--- config.mk ---
export PLATFORM = sky130hd
export DESIGN_NAME = date_string_validator
export DESIGN_NICKNAME = d
export VERILOG_FILES = /design/src/design/dsv_pkg.sv /design/src/design/dsv_front.sv /design/src/design/dsv_queue.sv /design/src/design/dsv_back.sv /design/src/design/date_string_validator.sv
export SDC_FILE = /design/constraint.sdc
export NUM_CORES = 1
export LEC_CHECK = 0
export BUFFER_PORTS_ARGS = -buffer_cell sky130_fd_sc_hd__buf_2
export CORE_MARGIN = 2
export CORE_UTILIZATION = 44
export CTS_CLUSTER_DIAMETER = 50
export DETAILED_ROUTE_END_ITERATION = 7
export PLACE_DENSITY = 0.7
export SETUP_SLACK_MARGIN = 0.3
export SLEW_MARGIN = 20
export SYNTH_ARGS = -nofsm -noshare
export SYNTH_HDL_FRONTEND = slang
export SYNTH_SLANG_ARGS = --single-unit
--- constraint.sdc ---
create_clock -name clk -period 4.2 [get_ports clk]
set_input_delay 0.84 -clock clk [delete_from_list [all_inputs] [get_ports clk]]
set_output_delay 0.84 -clock clk [all_outputs]
set_load 0.02 [all_outputs]
--- src/design/dsv_pkg.sv ---
package dsv_pkg;

    localparam logic [7:0] SLASH_CODE      = 8'd47;
    localparam logic [7:0] DIGIT_LOW_CODE  = 8'd48;
    localparam logic [7:0] DIGIT_LIMIT     = 8'd58;

    localparam logic [1:0] FIELD_DAY       = 2'd0;
    localparam logic [1:0] FIELD_MONTH     = 2'd1;
    localparam logic [1:0] FIELD_YEAR      = 2'd2;

    localparam logic [2:0] SHORT_FIELD_MAX = 3'd2;
    localparam logic [2:0] YEAR_FIELD_MAX  = 3'd4;
    localparam logic [2:0] YEAR_SHORT_LEN  = 3'd2;

    localparam logic [6:0] MONTH_MAX       = 7'd12;
    localparam logic [6:0] MONTH_FEB       = 7'd2;
    localparam logic [6:0] MONTH_APR       = 7'd4;
    localparam logic [6:0] MONTH_JUN       = 7'd6;
    localparam logic [6:0] MONTH_SEP       = 7'd9;
    localparam logic [6:0] MONTH_NOV       = 7'd11;
    localparam logic [6:0] DAY_MAX         = 7'd31;

    localparam int QUEUE_DEPTH = 2;
    localparam int QUEUE_AW    = $clog2(QUEUE_DEPTH);

    typedef struct packed {
        logic       is_digit;
        logic       is_slash;
        logic [3:0] digit;
        logic       last;
    } dsv_item_t;

    function automatic logic [6:0] month_length(input logic [6:0] month, input logic leap);
        logic [6:0] len;
        case (month)
            MONTH_FEB: len = leap ? 7'd29 : 7'd28;
            MONTH_APR, MONTH_JUN, MONTH_SEP, MONTH_NOV: len = 7'd30;
            default: len = DAY_MAX;
        endcase
        return len;
    endfunction

endpackage

--- src/design/dsv_front.sv ---
module dsv_front (
    input  logic             char_valid,
    output logic             char_ready,
    input  logic [7:0]       char_code,
    input  logic             last_char,
    output logic             push_valid,
    input  logic             push_ready,
    output dsv_pkg::dsv_item_t push_item
);
    import dsv_pkg::*;

    logic [7:0] offset;

    assign offset     = char_code - DIGIT_LOW_CODE;
    assign char_ready = push_ready;
    assign push_valid = char_valid;

    always_comb
    begin
        push_item.is_slash = (char_code == SLASH_CODE);
        push_item.is_digit = (char_code >= DIGIT_LOW_CODE) && (char_code < DIGIT_LIMIT);
        push_item.digit    = offset[3:0];
        push_item.last     = last_char;
    end
endmodule

--- src/design/dsv_queue.sv ---
module dsv_queue (
    input  logic               clk,
    input  logic               rst_n,
    input  logic               push_valid,
    output logic               push_ready,
    input  dsv_pkg::dsv_item_t push_item,
    output logic               pop_valid,
    input  logic               pop_ready,
    output dsv_pkg::dsv_item_t pop_item
);
    import dsv_pkg::*;

    dsv_item_t           store_reg [QUEUE_DEPTH];
    logic [QUEUE_AW-1:0] wr_ptr_reg, wr_ptr_next;
    logic [QUEUE_AW-1:0] rd_ptr_reg, rd_ptr_next;
    logic [QUEUE_AW:0]   count_reg, count_next;
    logic                do_push, do_pop;

    assign push_ready = (count_reg != (QUEUE_AW+1)'(QUEUE_DEPTH));
    assign pop_valid  = (count_reg != '0);
    assign pop_item   = store_reg[rd_ptr_reg];
    assign do_push    = push_valid && push_ready;
    assign do_pop     = pop_valid && pop_ready;

    always_comb
    begin
        wr_ptr_next = do_push ? wr_ptr_reg + 1'b1 : wr_ptr_reg;
        rd_ptr_next = do_pop ? rd_ptr_reg + 1'b1 : rd_ptr_reg;
        count_next  = count_reg;
        if (do_push && !do_pop)
        begin
            count_next = count_reg + 1'b1;
        end
        else if (do_pop && !do_push)
        begin
            count_next = count_reg - 1'b1;
        end
    end

    always_ff @(posedge clk or negedge rst_n)
    begin
        if (!rst_n)
        begin
            wr_ptr_reg <= '0;
            rd_ptr_reg <= '0;
            count_reg  <= '0;
        end
        else
        begin
            wr_ptr_reg <= wr_ptr_next;
            rd_ptr_reg <= rd_ptr_next;
            count_reg  <= count_next;
        end
    end

    always_ff @(posedge clk)
    begin
        if (do_push)
        begin
            store_reg[wr_ptr_reg] <= push_item;
        end
    end
endmodule

--- src/design/dsv_back.sv ---
module dsv_back (
    input  logic               clk,
    input  logic               rst_n,
    input  logic               pop_valid,
    output logic               pop_ready,
    input  dsv_pkg::dsv_item_t pop_item,
    output logic               result_valid,
    input  logic               result_ready,
    output logic               date_valid,
    output logic [6:0]         day_value,
    output logic [6:0]         month_value,
    output logic [13:0]        year_value
);
    import dsv_pkg::*;

    logic [1:0]  pos_reg, pos_next;
    logic [2:0]  cnt_reg, cnt_next;
    logic [6:0]  day_reg, day_next;
    logic [6:0]  month_reg, month_next;
    logic [13:0] year_reg, year_next;
    logic        err_reg, err_next;
    logic [6:0]  upper_reg, upper_next;
    logic [3:0]  tens_reg, tens_next;
    logic [3:0]  ones_reg, ones_next;

    logic        out_valid_reg, out_valid_next;
    logic        out_ok_reg;
    logic [6:0]  out_day_reg;
    logic [6:0]  out_month_reg;
    logic [13:0] out_year_reg;

    logic        take;
    logic [2:0]  limit;
    logic [10:0] day_x10, month_x10, upper_x10;
    logic [17:0] year_x10;
    logic        leap;
    logic        ok;

    assign pop_ready = !pop_item.last || !out_valid_reg || result_ready;
    assign take      = pop_valid && pop_ready;
    assign limit     = (pos_reg == FIELD_YEAR) ? YEAR_FIELD_MAX : SHORT_FIELD_MAX;

    assign day_x10   = ({4'b0, day_reg} << 3) + ({4'b0, day_reg} << 1)
                     + {7'b0, pop_item.digit};
    assign month_x10 = ({4'b0, month_reg} << 3) + ({4'b0, month_reg} << 1)
                     + {7'b0, pop_item.digit};
    assign year_x10  = ({4'b0, year_reg} << 3) + ({4'b0, year_reg} << 1)
                     + {14'b0, pop_item.digit};
    assign upper_x10 = ({4'b0, upper_reg} << 3) + ({4'b0, upper_reg} << 1)
                     + {7'b0, tens_reg};

    always_comb
    begin
        pos_next   = pos_reg;
        cnt_next   = cnt_reg;
        day_next   = day_reg;
        month_next = month_reg;
        year_next  = year_reg;
        err_next   = err_reg;
        upper_next = upper_reg;
        tens_next  = tens_reg;
        ones_next  = ones_reg;
        if (!err_reg)
        begin
            if (pop_item.is_slash)
            begin
                if (pos_reg == FIELD_YEAR || cnt_reg == 3'd0 || cnt_reg > SHORT_FIELD_MAX)
                begin
                    err_next = 1'b1;
                end
                else
                begin
                    pos_next = pos_reg + 2'd1;
                    cnt_next = 3'd0;
                end
            end
            else if (!pop_item.is_digit)
            begin
                err_next = 1'b1;
            end
            else if (cnt_reg >= limit)
            begin
                err_next = 1'b1;
            end
            else
            begin
                cnt_next = cnt_reg + 3'd1;
                case (pos_reg)
                    FIELD_DAY:   day_next = day_x10[6:0];
                    FIELD_MONTH: month_next = month_x10[6:0];
                    default:
                    begin
                        year_next  = year_x10[13:0];
                        upper_next = upper_x10[6:0];
                        tens_next  = ones_reg;
                        ones_next  = pop_item.digit;
                    end
                endcase
            end
        end
    end

    // leap test from the binary year and the decimal digits: low two digits and the leading part
    assign leap = (year_next[1:0] == 2'b00)
               && ((tens_next != 4'd0) || (ones_next != 4'd0) || (upper_next[1:0] == 2'b00));

    assign ok = !err_next && (pos_next == FIELD_YEAR)
             && (cnt_next == YEAR_SHORT_LEN || cnt_next == YEAR_FIELD_MAX)
             && (month_next >= 7'd1) && (month_next <= MONTH_MAX)
             && (day_next >= 7'd1)
             && (day_next <= month_length(month_next, leap));

    always_comb
    begin
        out_valid_next = out_valid_reg;
        if (result_ready)
        begin
            out_valid_next = 1'b0;
        end
        if (take && pop_item.last)
        begin
            out_valid_next = 1'b1;
        end
    end

    always_ff @(posedge clk or negedge rst_n)
    begin
        if (!rst_n)
        begin
            pos_reg       <= FIELD_DAY;
            cnt_reg       <= '0;
            day_reg       <= '0;
            month_reg     <= '0;
            year_reg      <= '0;
            err_reg       <= 1'b0;
            upper_reg     <= '0;
            tens_reg      <= '0;
            ones_reg      <= '0;
            out_valid_reg <= 1'b0;
        end
        else
        begin
            out_valid_reg <= out_valid_next;
            if (take)
            begin
                if (pop_item.last)
                begin
                    pos_reg   <= FIELD_DAY;
                    cnt_reg   <= '0;
                    day_reg   <= '0;
                    month_reg <= '0;
                    year_reg  <= '0;
                    err_reg   <= 1'b0;
                    upper_reg <= '0;
                    tens_reg  <= '0;
                    ones_reg  <= '0;
                end
                else
                begin
                    pos_reg   <= pos_next;
                    cnt_reg   <= cnt_next;
                    day_reg   <= day_next;
                    month_reg <= month_next;
                    year_reg  <= year_next;
                    err_reg   <= err_next;
                    upper_reg <= upper_next;
                    tens_reg  <= tens_next;
                    ones_reg  <= ones_next;
                end
            end
        end
    end

    always_ff @(posedge clk)
    begin
        if (take && pop_item.last)
        begin
            out_ok_reg    <= ok;
            out_day_reg   <= day_next;
            out_month_reg <= month_next;
            out_year_reg  <= year_next;
        end
    end

    assign result_valid = out_valid_reg;
    assign date_valid   = out_ok_reg;
    assign day_value    = out_day_reg;
    assign month_value  = out_month_reg;
    assign year_value   = out_year_reg;
endmodule

--- src/design/date_string_validator.sv ---
// Date string checker for the dd/mm/yyyy form. Characters enter one per transaction on the
// char channel, with last_char set on the final one; every character, including the last,
// can be taken once per clock cycle. A front stage classifies each character and a two-entry
// queue hands it to the parser, which keeps the field and digit state and produces one result
// transaction per string via an output register loaded as the parser takes its last character.
// date_valid is set for a string of digits and two slashes with a one- or two-digit day and
// month and a two- or four-digit year (used as written) that names an existing Gregorian date;
// otherwise day, month and year carry the partially parsed values. The parser stalls only
// when a result is still waiting in the output register and another string ends.
module date_string_validator (
    input  logic        clk,
    input  logic        rst_n,
    input  logic        char_valid,
    output logic        char_ready,
    input  logic [7:0]  char_code,
    input  logic        last_char,
    output logic        result_valid,
    input  logic        result_ready,
    output logic        date_valid,
    output logic [6:0]  day_value,
    output logic [6:0]  month_value,
    output logic [13:0] year_value
);
    import dsv_pkg::*;

    logic      push_valid, push_ready;
    logic      pop_valid, pop_ready;
    dsv_item_t push_item, pop_item;

    dsv_front u_front (
        .char_valid (char_valid),
        .char_ready (char_ready),
        .char_code  (char_code),
        .last_char  (last_char),
        .push_valid (push_valid),
        .push_ready (push_ready),
        .push_item  (push_item)
    );

    dsv_queue u_queue (
        .clk        (clk),
        .rst_n      (rst_n),
        .push_valid (push_valid),
        .push_ready (push_ready),
        .push_item  (push_item),
        .pop_valid  (pop_valid),
        .pop_ready  (pop_ready),
        .pop_item   (pop_item)
    );

    dsv_back u_back (
        .clk          (clk),
        .rst_n        (rst_n),
        .pop_valid    (pop_valid),
        .pop_ready    (pop_ready),
        .pop_item     (pop_item),
        .result_valid (result_valid),
        .result_ready (result_ready),
        .date_valid   (date_valid),
        .day_value    (day_value),
        .month_value  (month_value),
        .year_value   (year_value)
    );
endmodule
Word level (Yosys, flattened, before mapping) --
Memories as Yosys holds them, arrays and structs flattened. Index checks and enable logic that the tools add are counted.
Word-level totals: register bits 78, bits in writable memories 14, bits of input ports 13, output and inout bits 31, logic and storage cells 150, memories 1
Cells by class: add/sub/neg operators 15, $lt $le $gt $ge 8, equality and inequality tests 12, mux-type cells 61, reductions and logical operators 36
Memories:
- u_queue.store_reg | words 2, bits a word 7, read ports 1, clocked after Yosys merged registers in 0, wr ports 1, line dsv_queue.sv:13 | dsv_item_t store_reg [QUEUE_DEPTH];
Operator list (number):
- $mux W14 | 6
- $mux W7 | 12
- $mux W4 | 12
- $mux W3 | 13
- $add A14 B14 Y14 | 1
- $add A14 B4 Y14 | 1
- $add A7 B4 Y7 | 2
- $add A7 B7 Y7 | 2
- $eq A7 B3 Y1 const B | 2
- $eq A7 B4 Y1 const B | 2
- $ge A7 B1 Y1 const B | 2
- $pmux W7 S2 | 1
- $logic_and A1 B1 Y1 | 13
- $mux W2 | 6
- $mux W1 | 11
- $eq A8 B6 Y1 const B | 1
- $ge A8 B6 Y1 const B | 1
- $lt A8 B6 Y1 const B | 1
- $reduce_bool A4 Y1 | 2
- $eq A7 B2 Y1 const B | 1
- $le A7 B4 Y1 const B | 1
- $le A7 B7 Y1 | 1
- $logic_or A1 B1 Y1 | 7
- $logic_not A2 Y1 | 3
- other kinds (19) | 28

Longest topological paths before layout --
depth after elaboration 15, mapped depth 19

Hierarchy --
Synthesis repeated with hierarchy kept, for this count alone.
Second synthesis, totals: cells, all modules 522, area, all modules 5589.1 um2
Modules (own cells, without submodules):
- dsv_back | instances 1, cells each 470, area each 4783.3 um2, sequential area each 1996.9 um2
- dsv_queue | instances 1, cells each 40, area each 715.7 um2, sequential area each 520.5 um2
- dsv_front | instances 1, cells each 12, area each 90.1 um2, sequential area each 0.0 um2

Worst setup path before layout --
Ideal clock, no wire load.
path type register to register, start point register u_back.pos_reg[0], end point register u_back.out_ok_reg (netlist: u_back.date_valid), data pin, library setup time 0.170 ns, data arrival time 3.626 ns, required time 4.030 ns, path slack 0.404 ns, stages on the path, launching flop included 18, buffers on the path 1, cell sequence dfrtp_1 -> inv_1 -> ha_1 -> inv_1 -> ha_1 -> and3b_1 -> a2111oi_4 -> and3_1 -> clkbuf_1 -> mux2_2 -> nand2b_1 -> a31oi_1 -> o21bai_1 -> ha_1 -> a21oi_1 -> nand4_1 -> or3b_1 -> nor4_2
On the way: longest elaborated chain between the ends 15
RTL lines:
- start, declared | line dsv_back.sv:16 | logic [1:0] pos_reg, pos_next;
- start signal, assigned | line dsv_back.sv:160 | pos_reg <= pos_next;
- $eq A2 B2 Y1, or another cell as far along | line dsv_back.sv:41, dsv_back.sv:67
- $mux W3 or $reduce_or A2 Y1 (tied branches)
- $ge A3 B3 Y1 or $mux W4 (tied branches) | line dsv_back.sv:81, dsv_back.sv:88
- $mux W4 | line dsv_back.sv:81 | else if (cnt_reg >= limit)
- $mux W4 | line dsv_back.sv:77 | else if (!pop_item.is_digit)
- $mux W4 | line dsv_back.sv:65 | if (pop_item.is_slash)
- $mux W4 | line dsv_back.sv:63 | if (!err_reg)
- $reduce_bool A4 Y1 | line dsv_back.sv:105 | && ((tens_next != 4'd0) || (ones_next != 4'd0) || (upper_next[1:0] == 2'b00));
- $logic_or A1 B1 Y1 (2 in a row) | line dsv_back.sv:105
- $logic_and A1 B1 Y1 | line dsv_back.sv:105
- $mux W1 | line dsv_pkg.sv:36 | MONTH_FEB: len = leap ? 7'd29 : 7'd28;
- $pmux W7 S2 | line dsv_pkg.sv:35 | case (month)
- $le A7 B7 Y1 | line dsv_back.sv:111 | && (day_next <= month_length(month_next, leap));
- $logic_and A1 B1 Y1 (*) | line dsv_back.sv:111
- net u_back.ok | line dsv_back.sv:37 | logic ok;
- end signal, assigned | line dsv_back.sv:178 | out_ok_reg <= ok;
- end, declared | line dsv_back.sv:27 | logic out_ok_reg;
Mark *: on every way through the listed nets, which the timed path passes. The rest lies on a longest branch. The select of a mux whose other input is x is not followed. A chain may end at the register's enable or synchronous reset.

Worst setup path in the final report --
Ends and elaborated chain as after synthesis.

==> results by stage <==
Clocking:
- The H-tree generated during clock tree synthesis spans 3 levels.
- The clock root buffer is sky130_fd_sc_hd__clkbuf_16.
- The number of sinks handled by clock tree synthesis is 92.
- TritonCTS built the clock tree.
- In this run, CTS created clock tree buffers numbering 9.
- The number of hold buffers added after CTS was 0.
- The longest clock path from root to sink contains 2 buffers.
- Clock-pin slew was measured on the worst setup and hold paths at 70 ps.
- At the later pin of the worst-skew pair, clock insertion delay measures 360 ps.

Route:
- The residual DRC count is 0.
- The starting DRC count in detailed routing is 218.
- In this run the remaining antenna-violating nets after routing total 0.
- The final route contains 3789 vias.
- The detailed-router iteration count before antenna repair is 4.
- Wires add up to 11700 um.
- The via count normalized by instance count is 5.66.
- The per-cell routed wire length is 17.4 um.

GRT:
- Across every metal layer, demand over resource in global routing totals 0.189.
- Entering global routing, the biggest net connects 50 pins.
- The initial antenna violation count is 0.
- The first global-routing pass estimated 18800 um of wire.
- The total overflow left after global routing is 0.
- The via count of the first global-routing pass was 3775.

Cells and area:
- The most common cell after layout, fill and taps aside is sky130_fd_sc_hd__nand2_1.
- The fraction of layout cells with a size suffix above 1 is 0.240.
- After filler insertion, the fill cell instance count of the layout stands at 956.
- The number of cells in the finished layout apart from fillers is 669.
- For this run, the share of the core covered by cells in the final layout is 0.541.
- The area growth from synthesis to layout is 19.3%.
- The number of nets in the finished design is 588.
- In the layout the commonest cells are sky130_fd_sc_hd__nand2_1, sky130_fd_sc_hd__dfrtp_1, sky130_fd_sc_hd__ha_1, sky130_fd_sc_hd__buf_2, sky130_fd_sc_hd__edfxtp_1.
- The number of antenna diodes in the final layout is 0.

Synthesis:
- Counting flops and latches in the post-synthesis netlist gives 92.
- A synthesized cell averages 11.3 um2.
- During synthesis, Yosys emitted a total of 0 warnings.
- Among all flip-flop cells after synthesis, the most frequent one is sky130_fd_sc_hd__dfrtp_1.
- Yosys mapped the design onto 52 distinct sky130hd cell types.
- The net count after synthesis is 526.
- The fraction of synthesis flops using an asynchronous set or reset pin is 0.533.
- The sequential element share of the synthesized area is 0.484.
- The gate count after technology mapping is 459.
- The count of flip-flops with a built-in enable after synthesis is 43.
- The cell area after synthesis is 5200 um2.

Setup path:
- The required time at the endpoint of the critical path is 4390 ps.
- The worst-path cell with the longest stage delay is sky130_fd_sc_hd__a2111oi_4.
- Setup slack on the worst reg-to-reg path comes out at 330 ps.
- The category of the worst setup path capture point is a flip-flop.
- Along the worst path, the maximum fanout reaches 6.
- Traced cell by cell, the critical path runs through inv_2, ha_4, inv_4, ha_4, and3b_2, a2111oi_4, and3_4, mux2_4, nand2b_4, a31oi_4, o21bai_1, ha_1, a21oi_2, nand4_1, or3b_4, nor4_2.
- In this design, the critical path's most frequently occurring cell is sky130_fd_sc_hd__ha_4.
- The worst register-to-register path begins at u_back.pos_reg[0].
- The cell count of the worst reg-to-reg path is 16.
- In this run the critical register-to-register path is captured at u_back.date_valid.
- The startpoint kind of the worst setup timing path is a flip-flop.
- Data arrives at the worst endpoint at 4050 ps.
- On the worst path, the slowest cell contributes a delay of 490 ps.
- The type of the setup path with the least slack is reg -> reg.

STA:
- At the pin with the least slew margin, the transition time is 819 ps.
- The summed negative setup slack over all endpoints is 0 ps.
- The worst-case setup margin in the final layout is 333 ps.
- Setup repair after global routing could not meet its margin everywhere.
- The final count of hold timing violations is 0.
- Timing would allow up to 0.259 GHz.
- The clock arrives with 11.5 ps of skew.
- Counting I/O delays and the setup requirement, the final critical path takes 3870 ps.
- The ratio of final minimum period to clock period is 0.921.
- Setup violations remaining at the end of the flow were counted as 0.
- The final number of max-transition violations is 0.
- Measured against its own limit, the worst slew margin works out to 0.454.

Floorplanning:
- The effective utilization at floorplan is 0.454.
- The cell row count is 39.
- The core region is 11500 um2.
- The number of primary I/O pins is 44.
- The die covers 12700 um2.
- The width of the chip is 113 um.
- The floorplan step set the die height to 113 um.

Place:
- The number of placed instances, taps included, is 643.
- The weighted congestion reported at the end of routability-driven placement is 0.883.
- OpenSTA, run right after detailed placement, puts the worst setup slack at 79.3 ps.
- The count of input and output buffers is 43.
- After legalization and detailed placement, the total HPWL measured 8070 um.

Hold path:
- The worst hold path stage count is 2.
- In this run the most critical hold path is launched from u_back.year_reg[13].
- The tightest min-delay check is of the reg -> reg type.
- The terminating pin of the worst hold path is u_back.year_reg[13].

Power and ir drop:
- The leakage power figure is 2.93 nW.
- The design draws 3.70 mW.
- The total power density per cell area is 596 nW/um2.
- IR analysis of the VDD net gives a maximum drop of 0.668 mV.

Run status:
- The run finished with clean final reports.

Job:
- The tool flagged a number of max-cap violations equal to 0.
[what timing repair did]
action                     4_1_cts  5_1_grt
setup buffers                    2        8
pin swaps                        1       17
resized for setup                9       31
setup endpoints to repair        1        1
[routing by layer]
metal  part of all wire  up-vias  global-route usage
met2               0.48       87               0.312
met3              0.047       21              0.0364
met1               0.45     1874               0.242
met4              0.023        0              0.0846
li1                   -     1807                   -
met5                  0        -                   0
[worst max-delay path by stage]
stage,from,end,slack (ps),depth (start not counted)
2_1_floorplan,u_back.pos_reg[0],u_back.date_valid,400,17
5_1_grt,u_back.pos_reg[0],u_back.date_valid,140,16
3_3_place_gp,u_queue.rd_ptr_reg,u_back.date_valid,340,16
6_report,u_back.pos_reg[0],u_back.date_valid,330,16
4_1_cts,u_back.pos_reg[0],u_back.date_valid,310,16
3_5_place_dp,u_queue.rd_ptr_reg,u_back.date_valid,80,17
[cell usage after synthesis, drive strengths merged, types with 4 or more instances]
master | instances | share of area
a21oi | 16 | 0.015
nor3 | 5 | 0.0048
xor2 | 7 | 0.012
buf | 4 | 0.0058
a22o | 26 | 0.044
clkbuf | 11 | 0.0079
nand2b | 4 | 0.0048
ha | 48 | 0.12
nor4 | 7 | 0.0096
nor2 | 21 | 0.015
fa | 6 | 0.023
dfrtp | 49 | 0.24
o21ai | 29 | 0.028
a32o | 4 | 0.0077
nand2 | 54 | 0.039
mux2i | 9 | 0.018
edfxtp | 43 | 0.25
nand3 | 6 | 0.0067
inv | 27 | 0.019
mux2 | 12 | 0.027
xnor2 | 23 | 0.039
or3 | 4 | 0.0048
a21o | 10 | 0.014
[final cells by class]
type	instances	area (um2)	area share
flip-flops and latches	92	2520	0.406
inverters	27	104	0.0167
clock buffers	13	272	0.0437
repair buffers	66	392	0.0631
clock inverters	3	18.8	0.00302
well taps	143	179	0.0288
multi-input cells	325	2720	0.439
[where the power goes]
group          switching (mW)  internal (mW)
Clock                   0.344          0.453
Sequential              0.134           1.22
Combinational           0.988          0.565
[metrics by stage]
step / hold WS [ps] / instance area [um2]
after CTS: 486 / 5960
final: 484 / 6210
after global routing: 517 / 6210
after floorplan: 450 / 5200
after global placement: 466 / 5630
after detailed placement: 472 / 5630
[worst max-delay path, delay by kind of cell (launching register included)]
family	cells	cell delay [ps]
AO/OA/AOI/OAI	4	790
adder cells (fa/ha/maj)	3	670
buffers and inverters	2	140
flip-flops	1	440
multiplexers	1	310
AND/OR/NAND/NOR	6	1340
[cell families after synthesis]
group,after synthesis,share of synthesized area
AND/OR/NAND/NOR,112,0.101
AO/OA/AOI/OAI,108,0.148
flip-flops,92,0.484
adder cells (fa/ha/maj),54,0.139
buffers and inverters,42,0.0332
XOR/XNOR,30,0.0505
multiplexers,21,0.0447
(Power assumes the default switching activity.)
